[src/hdl/slik_pkg.sv]
package slik_pkg;

  localparam int DEPTH_DEF = 64;
  localparam int KIND_W    = 2;
  localparam int DATA_W    = 32;
  localparam int POS_W     = 6;

  typedef logic [KIND_W-1:0]        kind_t;
  typedef logic signed [DATA_W-1:0] data_t;
  typedef logic [POS_W-1:0]         pos_t;

  // item kinds
  localparam kind_t KIND_APPEND = 2'd0;
  localparam kind_t KIND_ADJUST = 2'd1;
  localparam kind_t KIND_CLEAR  = 2'd2;

  // command handed from the front to the back through the queue
  typedef struct packed {
    kind_t op;
    data_t value;
    pos_t  position;
    data_t amount;
  } cmd_t;

  // signed add clamped to the 32-bit range
  function automatic data_t sat_add(input data_t a, input data_t b);
    logic signed [DATA_W:0] s;
    s = {a[DATA_W-1], a} + {b[DATA_W-1], b};
    if (s[DATA_W] != s[DATA_W-1]) begin
      return s[DATA_W] ? {1'b1, {(DATA_W-1){1'b0}}} : {1'b0, {(DATA_W-1){1'b1}}};
    end
    return s[DATA_W-1:0];
  endfunction

endpackage

[src/hdl/slik_in_if.sv]
interface slik_in_if;
  import slik_pkg::*;

  logic  valid;
  logic  ready;
  kind_t kind;
  data_t value;
  pos_t  position;
  data_t amount;

  modport source(output valid, kind, value, position, amount, input ready);
  modport sink(input valid, kind, value, position, amount, output ready);
endinterface

[src/hdl/slik_out_if.sv]
interface slik_out_if;
  import slik_pkg::*;

  logic  valid;
  logic  ready;
  data_t element;
  logic  last;

  modport source(output valid, element, last, input ready);
  modport sink(input valid, element, last, output ready);
endinterface

[src/hdl/slik_front.sv]
module slik_front (
  slik_in_if.sink          in_ch,
  input  logic             q_full,
  output logic             q_push,
  output slik_pkg::cmd_t   q_cmd
);
  import slik_pkg::*;

  logic known_kind;

  // unused kind code is taken and dropped here
  assign known_kind = (in_ch.kind == KIND_APPEND) || (in_ch.kind == KIND_ADJUST) ||
                      (in_ch.kind == KIND_CLEAR);

  assign in_ch.ready = !q_full;
  assign q_push      = in_ch.valid && !q_full && known_kind;

  always_comb begin
    q_cmd.op       = in_ch.kind;
    q_cmd.value    = in_ch.value;
    q_cmd.position = in_ch.position;
    q_cmd.amount   = in_ch.amount;
  end

endmodule

[src/hdl/slik_queue.sv]
module slik_queue (
  input  logic           clk,
  input  logic           rst_n,
  input  logic           push,
  input  slik_pkg::cmd_t push_cmd,
  output logic           full,
  input  logic           pop,
  output slik_pkg::cmd_t pop_cmd,
  output logic           empty
);
  import slik_pkg::*;

  cmd_t       slot_r [2];
  logic       wr_ptr_r, wr_ptr_nxt;
  logic       rd_ptr_r, rd_ptr_nxt;
  logic [1:0] cnt_r, cnt_nxt;
  logic       do_push, do_pop;

  assign full    = (cnt_r == 2'd2);
  assign empty   = (cnt_r == 2'd0);
  assign do_push = push && !full;
  assign do_pop  = pop && !empty;
  assign pop_cmd = slot_r[rd_ptr_r];

  always_comb begin
    wr_ptr_nxt = do_push ? !wr_ptr_r : wr_ptr_r;
    rd_ptr_nxt = do_pop ? !rd_ptr_r : rd_ptr_r;
    cnt_nxt    = cnt_r + {1'b0, do_push} - {1'b0, do_pop};
  end

  always_ff @(posedge clk) begin
    if (!rst_n) begin
      wr_ptr_r <= 1'b0;
      rd_ptr_r <= 1'b0;
      cnt_r    <= 2'd0;
    end else begin
      wr_ptr_r <= wr_ptr_nxt;
      rd_ptr_r <= rd_ptr_nxt;
      cnt_r    <= cnt_nxt;
    end
  end

  always_ff @(posedge clk) begin
    if (do_push) begin
      slot_r[wr_ptr_r] <= push_cmd;
    end
  end

endmodule

[src/hdl/slik_back.sv]
module slik_back #(
  parameter int LIST_DEPTH = slik_pkg::DEPTH_DEF
) (
  input  logic           clk,
  input  logic           rst_n,
  input  logic           q_empty,
  input  slik_pkg::cmd_t q_cmd,
  output logic           q_pop,
  slik_out_if.source     out_ch
);
  import slik_pkg::*;

  localparam int IDX_W = (LIST_DEPTH > 1) ? $clog2(LIST_DEPTH) : 1;
  localparam int CNT_W = $clog2(LIST_DEPTH + 1);
  localparam int CMP_W = POS_W + 1;

  localparam logic [2:0] S_IDLE = 3'd0;
  localparam logic [2:0] S_LOAD = 3'd1;
  localparam logic [2:0] S_WALK = 3'd2;
  localparam logic [2:0] S_EMRD = 3'd3;
  localparam logic [2:0] S_EMLD = 3'd4;

  data_t mem [LIST_DEPTH];
  data_t rdata_r;

  logic [2:0]       state_r, state_nxt;
  logic [CNT_W-1:0] count_r, count_nxt;
  logic [IDX_W-1:0] j_r, j_nxt;
  logic [IDX_W-1:0] i_r, i_nxt;
  data_t            nv_r, nv_nxt;
  data_t            amt_r, amt_nxt;

  logic             rd_en, wr_en;
  logic [IDX_W-1:0] rd_addr, wr_addr;
  data_t            wr_data;

  logic             out_valid_r, out_last_r;
  data_t            out_elem_r;
  logic             ld_out, out_free, last_i;

  assign out_free = !out_valid_r || out_ch.ready;
  assign last_i   = (CNT_W'(i_r) + CNT_W'(1) == count_r);

  always_comb begin
    state_nxt = state_r;
    count_nxt = count_r;
    j_nxt     = j_r;
    i_nxt     = i_r;
    nv_nxt    = nv_r;
    amt_nxt   = amt_r;
    rd_en     = 1'b0;
    rd_addr   = '0;
    wr_en     = 1'b0;
    wr_addr   = '0;
    wr_data   = '0;
    q_pop     = 1'b0;
    ld_out    = 1'b0;
    unique case (state_r)
      S_IDLE: begin
        if (!q_empty) begin
          q_pop = 1'b1;
          unique case (q_cmd.op)
            KIND_APPEND: begin
              if (count_r < CNT_W'(LIST_DEPTH)) begin
                wr_en     = 1'b1;
                wr_addr   = count_r[IDX_W-1:0];
                wr_data   = q_cmd.value;
                count_nxt = count_r + CNT_W'(1);
              end
            end
            KIND_CLEAR: begin
              count_nxt = '0;
            end
            KIND_ADJUST: begin
              amt_nxt = q_cmd.amount;
              if (CMP_W'(q_cmd.position) < CMP_W'(count_r)) begin
                j_nxt     = q_cmd.position[IDX_W-1:0];
                rd_en     = 1'b1;
                rd_addr   = q_cmd.position[IDX_W-1:0];
                state_nxt = S_LOAD;
              end else if (count_r != '0) begin
                state_nxt = S_EMRD;
              end
            end
            default: ;
          endcase
        end
      end
      S_LOAD: begin
        nv_nxt    = sat_add(rdata_r, amt_r);
        state_nxt = S_WALK;
        if (CNT_W'(j_r) + CNT_W'(1) < count_r) begin
          rd_en   = 1'b1;
          rd_addr = j_r + IDX_W'(1);
        end
      end
      S_WALK: begin
        wr_en   = 1'b1;
        wr_addr = j_r;
        if ((CNT_W'(j_r) + CNT_W'(1) < count_r) && (rdata_r < nv_r)) begin
          wr_data = rdata_r;
          j_nxt   = j_r + IDX_W'(1);
          if (CNT_W'(j_r) + CNT_W'(2) < count_r) begin
            rd_en   = 1'b1;
            rd_addr = j_r + IDX_W'(2);
          end
        end else begin
          wr_data   = nv_r;
          state_nxt = S_EMRD;
        end
      end
      S_EMRD: begin
        rd_en     = 1'b1;
        rd_addr   = '0;
        i_nxt     = '0;
        state_nxt = S_EMLD;
      end
      S_EMLD: begin
        if (out_free) begin
          ld_out = 1'b1;
          if (last_i) begin
            state_nxt = S_IDLE;
          end else begin
            i_nxt   = i_r + IDX_W'(1);
            rd_en   = 1'b1;
            rd_addr = i_r + IDX_W'(1);
          end
        end
      end
      default: state_nxt = S_IDLE;
    endcase
  end

  always_ff @(posedge clk) begin
    if (!rst_n) begin
      state_r     <= S_IDLE;
      count_r     <= '0;
      out_valid_r <= 1'b0;
    end else begin
      state_r <= state_nxt;
      count_r <= count_nxt;
      if (ld_out) begin
        out_valid_r <= 1'b1;
      end else if (out_ch.ready) begin
        out_valid_r <= 1'b0;
      end
    end
  end

  always_ff @(posedge clk) begin
    j_r   <= j_nxt;
    i_r   <= i_nxt;
    nv_r  <= nv_nxt;
    amt_r <= amt_nxt;
    if (ld_out) begin
      out_elem_r <= rdata_r;
      out_last_r <= last_i;
    end
  end

  // single write port, single registered read port
  always_ff @(posedge clk) begin
    if (wr_en) begin
      mem[wr_addr] <= wr_data;
    end
    if (rd_en) begin
      rdata_r <= mem[rd_addr];
    end
  end

  assign out_ch.valid   = out_valid_r;
  assign out_ch.element = out_elem_r;
  assign out_ch.last    = out_last_r;

  a_count_bound: assert property (@(posedge clk) disable iff (!rst_n)
    count_r <= CNT_W'(LIST_DEPTH))
    else $error("entry count above list depth");

  a_walk_in_range: assert property (@(posedge clk) disable iff (!rst_n)
    (state_r == S_WALK) |-> (CNT_W'(j_r) < count_r))
    else $error("walk index outside the list");

  a_busy_count_stable: assert property (@(posedge clk) disable iff (!rst_n)
    (state_r != S_IDLE) |=> (count_r == $past(count_r)))
    else $error("entry count changed during an adjust");

  a_emit_in_range: assert property (@(posedge clk) disable iff (!rst_n)
    (state_r == S_EMLD) |-> ((count_r != '0) && (CNT_W'(i_r) < count_r)))
    else $error("emit index outside the list");

endmodule

[src/hdl/sorted_list_increase_key_unit.sv]
// sorted list with key increase
//
// in_ch carries items: kind append writes value at the tail (dropped when the
// list is full), kind clear empties the list, kind adjust adds amount to the
// entry at position (saturating), moves it toward the tail past every later
// entry that is strictly smaller, then emits the whole list on out_ch head to
// tail with last on the final entry. an adjust on an empty list emits nothing,
// an adjust with position at or past the count emits the list unchanged.
// the unused kind code is accepted and ignored.
// the front takes items into a two-entry queue whenever it has room, so an
// item is accepted while earlier work is still running or a result waits.
// the back runs one command at a time on an entry memory with one write port and
// one registered read port: append or clear finish as they are popped; an adjust
// fetches and sums the entry, writes back each later entry it passes, places the
// entry, then streams the list, one entry per cycle while out_ch.ready stays high.
// results pass through the queue, the back and the out_ch output register.
// out_ch has an output register; a stall on out_ch holds it and pauses the
// emit walk, and the queue fills and drops in_ch.ready behind it.
// synchronous active-low reset empties the list and the queue; entry memory
// itself is not cleared.
module sorted_list_increase_key_unit #(
  parameter int LIST_DEPTH = slik_pkg::DEPTH_DEF
) (
  input  logic       clk,
  input  logic       rst_n,
  slik_in_if.sink    in_ch,
  slik_out_if.source out_ch
);
  import slik_pkg::*;

  // front to queue
  logic q_push;
  cmd_t push_cmd;
  logic q_full;

  // queue to back
  logic q_pop;
  cmd_t pop_cmd;
  logic q_empty;

  // accept and classify items
  slik_front u_front (
    .in_ch  (in_ch),
    .q_full (q_full),
    .q_push (q_push),
    .q_cmd  (push_cmd)
  );

  // decouples acceptance from list work
  slik_queue u_queue (
    .clk      (clk),
    .rst_n    (rst_n),
    .push     (q_push),
    .push_cmd (push_cmd),
    .full     (q_full),
    .pop      (q_pop),
    .pop_cmd  (pop_cmd),
    .empty    (q_empty)
  );

  // list store, adjust walk and emit
  slik_back #(
    .LIST_DEPTH (LIST_DEPTH)
  ) u_back (
    .clk     (clk),
    .rst_n   (rst_n),
    .q_empty (q_empty),
    .q_cmd   (pop_cmd),
    .q_pop   (q_pop),
    .out_ch  (out_ch)
  );

endmodule

[src/flat_wrapper.sv]
// flat-port wrapper written by rule: the top's interface ports become plain ports
module sorted_list_increase_key_unit_flat import slik_pkg::*;
#(
  parameter int LIST_DEPTH = slik_pkg::DEPTH_DEF
)
  (clk, rst_n, in_ch_valid, in_ch_kind, in_ch_value, in_ch_position, in_ch_amount, in_ch_ready, out_ch_valid, out_ch_element, out_ch_last, out_ch_ready);
  slik_in_if in_ch_i ();
  slik_out_if out_ch_i ();
  input  logic clk;
  input  logic rst_n;
  input wire logic [$bits(in_ch_i.valid)-1:0] in_ch_valid;
  input wire logic [$bits(in_ch_i.kind)-1:0] in_ch_kind;
  input wire logic [$bits(in_ch_i.value)-1:0] in_ch_value;
  input wire logic [$bits(in_ch_i.position)-1:0] in_ch_position;
  input wire logic [$bits(in_ch_i.amount)-1:0] in_ch_amount;
  output wire logic [$bits(in_ch_i.ready)-1:0] in_ch_ready;
  output wire logic [$bits(out_ch_i.valid)-1:0] out_ch_valid;
  output wire logic [$bits(out_ch_i.element)-1:0] out_ch_element;
  output wire logic [$bits(out_ch_i.last)-1:0] out_ch_last;
  input wire logic [$bits(out_ch_i.ready)-1:0] out_ch_ready;
  assign in_ch_i.valid = in_ch_valid;
  assign in_ch_i.kind = in_ch_kind;
  assign in_ch_i.value = in_ch_value;
  assign in_ch_i.position = in_ch_position;
  assign in_ch_i.amount = in_ch_amount;
  assign in_ch_ready = in_ch_i.ready;
  assign out_ch_valid = out_ch_i.valid;
  assign out_ch_element = out_ch_i.element;
  assign out_ch_last = out_ch_i.last;
  assign out_ch_i.ready = out_ch_ready;
  sorted_list_increase_key_unit #(.LIST_DEPTH(LIST_DEPTH)) u_core (.clk(clk), .rst_n(rst_n), .in_ch(in_ch_i), .out_ch(out_ch_i));
endmodule
[config.mk]
export PLATFORM = sky130hd
export DESIGN_NAME = sorted_list_increase_key_unit_flat
export DESIGN_NICKNAME = d
export VERILOG_FILES = /design/src/hdl/slik_pkg.sv /design/src/hdl/slik_in_if.sv /design/src/hdl/slik_out_if.sv /design/src/hdl/slik_front.sv /design/src/hdl/slik_queue.sv /design/src/hdl/slik_back.sv /design/src/hdl/sorted_list_increase_key_unit.sv /design/src/flat_wrapper.sv
export SDC_FILE = /design/constraint.sdc
export NUM_CORES = 2
export LEC_CHECK = 0
export ABC_CLOCK_PERIOD_IN_PS = 7700
export CAP_MARGIN = 20
export CORE_ASPECT_RATIO = 1.4
export CORE_MARGIN = 5
export CORE_UTILIZATION = 31
export CTS_CLUSTER_DIAMETER = 50
export DETAILED_ROUTE_END_ITERATION = 6
export DONT_BUFFER_PORTS = 1
export SKIP_LAST_GASP = 1
export SYNTH_ARGS = -nofsm -noshare
export SYNTH_HDL_FRONTEND = slang
export SYNTH_SLANG_ARGS = --single-unit
[constraint.sdc]
create_clock -name clk -period 7.7 [get_ports clk]
set_input_delay 0.77 -clock clk [delete_from_list [all_inputs] [get_ports clk]]
set_output_delay 0.77 -clock clk [all_outputs]
set_load 0.02 [all_outputs]
==> impl_metrics.ini <==
[floorplan]
die_y_um = 665.1
core_mm2 = 0.3054
core.rowCount = 240
die_width_um = 478.0
initial_core_util_pct = 31.12
die-area_mm2 = 0.3179
ioPinCount = 111

[setup_path]
cp_max_fo = 33
cp.depth = 16
path_buf_inv = 1
worstReg2RegStart = u_core.u_back.j_r[2]
cp_top_family = compound AO/OA/AOI/OAI gates
crit_arrival_ns = 7.35
path_class = register to register
r2r_slack_ns = 0.93
end_kind = register
r2r_end = u_core.u_back.rdata_r[16]
slowest_stage = o31ai_1
reg2regPathDepth = 16
path_cells = ha_1 > nand2_1 > xnor2_1 > ha_1 > o2111ai_1 > o31ai_1 > nor4b_2 > a22oi_1 > o21ai_0 > a41o_1 > nand2_2 > buf_4 > a311oi_1 > a31oi_1 > a21boi_0 > or4_1
critPathMaxStageDelay_ns = 0.66
cp.required_ns = 8.28
critPathMostFrequentCell = ha_1
cp-start-kind = register
critPathLaunch = u_core.u_back.j_r[2]

[worst_hold_path]
whs_path_depth = 1
min-delay-start = rst_n
min_to = u_core.u_back.state_r[1]
hp-class = primary input to register

[synth]
ys_ff_latch = 2349
ys_types = 83
synth_cells = 6516
synth-xor-area-share_pct = 0.5411
avgSynthCellArea_um2 = 14.59
synthArstFlopShare_pct = 0
synth_compound_area_share_pct = 9.476
synthSimpleGateAreaFrac_pct = 9.027
seq_area_frac_synth_pct = 74.05
synth_nets = 6680
synth_top_family_by_area = compound AO/OA/AOI/OAI gates
yosys_warnings = 0
synth_flop_cell = edfxtp_1
synth_edf_count = 2333
synth_mux_area_share_pct = 3.482
synth_area_mm2 = 0.09504
synthAdderAreaFrac_pct = 1.240

[global_route]
track_usage_pct = 17.03
grt_pass1_vias = 57460
antenna_found_initial = 26
grt_util_met3_pct = 2.308
top_usage_layer = met2
grt_use_met2_pct = 29.25
grt_pass1_wl_um = 405100
grt_start_max_net_pins = 129
grt-ovfl-total = 0
grt_util_met1_pct = 21.09

[sta]
finClkSkew_ns = 0.07241
report.final.slew_viol_count = 0
layout_min_cycle_time_ns = 6.770
whs_ns = 0.05990
relSlewSlack_pct = 18.63
max_freq_ghz = 0.1477
hold_viol_final = 0
final.setup.tns_ns = 0
worst_pin_slew_ns = 1.218
setup_viol = 0
rsz0062_at_grt = no
fin_crit_sh_pct = 87.93
worst_slack_ns = 0.9296

[power]
ir_drop_mv = 0.2320
power.share.clock_pct = 26.8
p_leak_nw = 35.82
report.power.total_mw = 39.04
swShare_pct = 34.84
seqPwrFrac_pct = 42.7
p_per_area_mw_per_mm2 = 356.5
switching_power_mw = 13.60
p_int_mw = 25.44
power_frac_comb_pct = 30.4

[route]
ant_nets = 0
vias_per_cell = 5.409
drt-total-wl_um = 281700
drt_iter0_drc = 6221
post_drt_wl_per_cell_um = 25.97
remaining_drc_errors = 0
num_vias = 58660
first_pass_iters = 7

[place]
dpl.hpwl_um = 167900
dp_slack_ns = 1.091
gp_congestion = 0.8564
io_buffers = 0
placed_area_mm2 = 0.1019
placed_cells = 10330

[finish]
regArea_mm2 = 0.07038
final_cells = 10850
drive_gt1_share_pct = 11.01
final_net_count = 6789
syn_to_final_growth_pct = 15.23
multi_input_area_mm2 = 0.02367
stdcell_area_mm2 = 0.1095
fin_util_pct = 35.86
fillCellCount = 28520

[cts]
clk_transition_reported_paths_ns = 0.08
clock_latency_ns = 0.88
cts_max_level = 4
cts_buffer_depth = 4
cts_post_setup_buffers_inserted = 0
cts.sinks = 2349
cts_tree = done
postCtsResizedCells = 0
cts_inserted_buffers = 211
root_buffer = clkbuf_16

[flow_run]
cap_violations = 0

[status]
status = finished, final reports clean
## timing repair
item | CTS | global route
hold endpoints to repair | 153 | 0
hold buffers | 73 | 0
endpoints found under the setup margin | 0 | 0
## worst max path at each step
| stage | end | slack, ns |
|---|---|---|
| 6_report | u_core.u_back.rdata_r[16] | 0.93 |
| 5_1_grt | u_core.u_back.rdata_r[16] | 0.75 |
| 4_1_cts | u_core.u_back.rdata_r[16] | 1.07 |
| 3_5_place_dp | u_core.u_back.rdata_r[16] | 1.09 |
| 3_3_place_gp | u_core.u_back.rdata_r[16] | 1.11 |
| 2_1_floorplan | u_core.u_back.mem[0][10] | 1.88 |
## Yosys cell counts (6+ instances only)
cell type	instances	area share (%)
a211oi_1	300	2.4
a21boi_0	62	0.49
a21boi_1	31	0.24
a21o_1	28	0.22
a21oi_1	76	0.40
a22oi_1	96	0.76
a311oi_1	67	0.62
a31oi_1	289	1.9
a32o_1	31	0.33
and2_1	8	0.053
and3_1	298	2.0
buf_1	43	0.17
buf_2	101	0.53
buf_4	8	0.063
clkbuf_1	296	1.2
dfxtp_1	16	0.34
edfxtp_1	2333	74
ha_1	87	1.1
inv_1	56	0.22
maj3_1	7	0.074
mux2_2	37	0.44
mux2i_1	289	3.0
nand2_1	1143	4.5
nand2b_1	14	0.092
nand3_1	234	1.2
nand4_1	9	0.059
nor2_1	135	0.53
nor2b_1	7	0.046
nor3_1	9	0.047
o21a_1	9	0.071
o21ai_0	60	0.32
o22ai_1	128	0.84
o311a_1	30	0.32
or2_2	6	0.039
or4_1	35	0.28
xnor2_1	38	0.35
xor2_1	13	0.12
## layout make-up
class	count	share of cell area, %
Inverter	57	0.1954
Multi-Input combinational cell	3660	21.61
Tap cell	3993	4.562
Antenna cell	69	0.1577
Clock inverter	129	1.124
Clock buffer	242	4.986
Sequential cell	2349	64.27
Timing Repair Buffer	346	3.101
## per-layer routing
layer  up-vias  routed length (um)
li1      25500                   -
met1     30050              106800
met3       510               20710
met4         4               14890
met2      2598              139300
met5         -                  27
## logic make-up (layout without fill, tap and decap cells)
group           after synthesis  after routing
flops                      2349           2349
simple gates               1918           1918
compound gates             1267           1267
buf+inv                     507            774
mux                         326            326
fa+ha+maj                    95             95
xor+xnor                     54             54
other cells                   0             69
## power groups by stage
stage | clock network [mW] | logic [mW] | registers, mW
final | 10.5 | 11.9 | 16.7
after floorplan | 0 | 6.58 | 16.9
after CTS | 10.6 | 11.8 | 16.7
after global routing | 11.1 | 12.6 | 16.7
after detailed placement | 0 | 11.7 | 17.0
after global placement | 0 | 11.5 | 16.9
## placed cells by master (no fill, tap or decap), drive strengths merged, types with 73 or more instances in the layout
cell / count
nand2: 1144
clkinv: 86
a22oi: 96
nor2: 135
buf: 272
dlygate4sd3: 73
a31oi: 289
mux2i: 289
and3: 298
o22ai: 128
a21oi: 77
edfxtp: 2333
a211oi: 300
a21boi: 93
ha: 87
clkbuf: 243
nand3: 234
## state kept, by name, summed over array words and instances (netlist names), named ones only
signal and flops:
u_core.u_queue.slot_r 144, u_core.u_back.mem 2048, u_core.u_queue.wr_ptr_r 1, u_core.u_back.out_ch.last 1, u_core.u_back.rdata_r 32, u_core.u_back.out_ch.valid 1, u_core.u_back.amt_r 32, u_core.u_back.j_r 6
u_core.u_back.state_r 3, u_core.u_back.out_ch.element 32, u_core.u_back.i_r 6, u_core.u_back.nv_r 32, u_core.u_back.count_r 7, u_core.u_queue.cnt_r 2, u_core.u_queue.rd_ptr_r 1
Power figures use the tool's default switching activity.
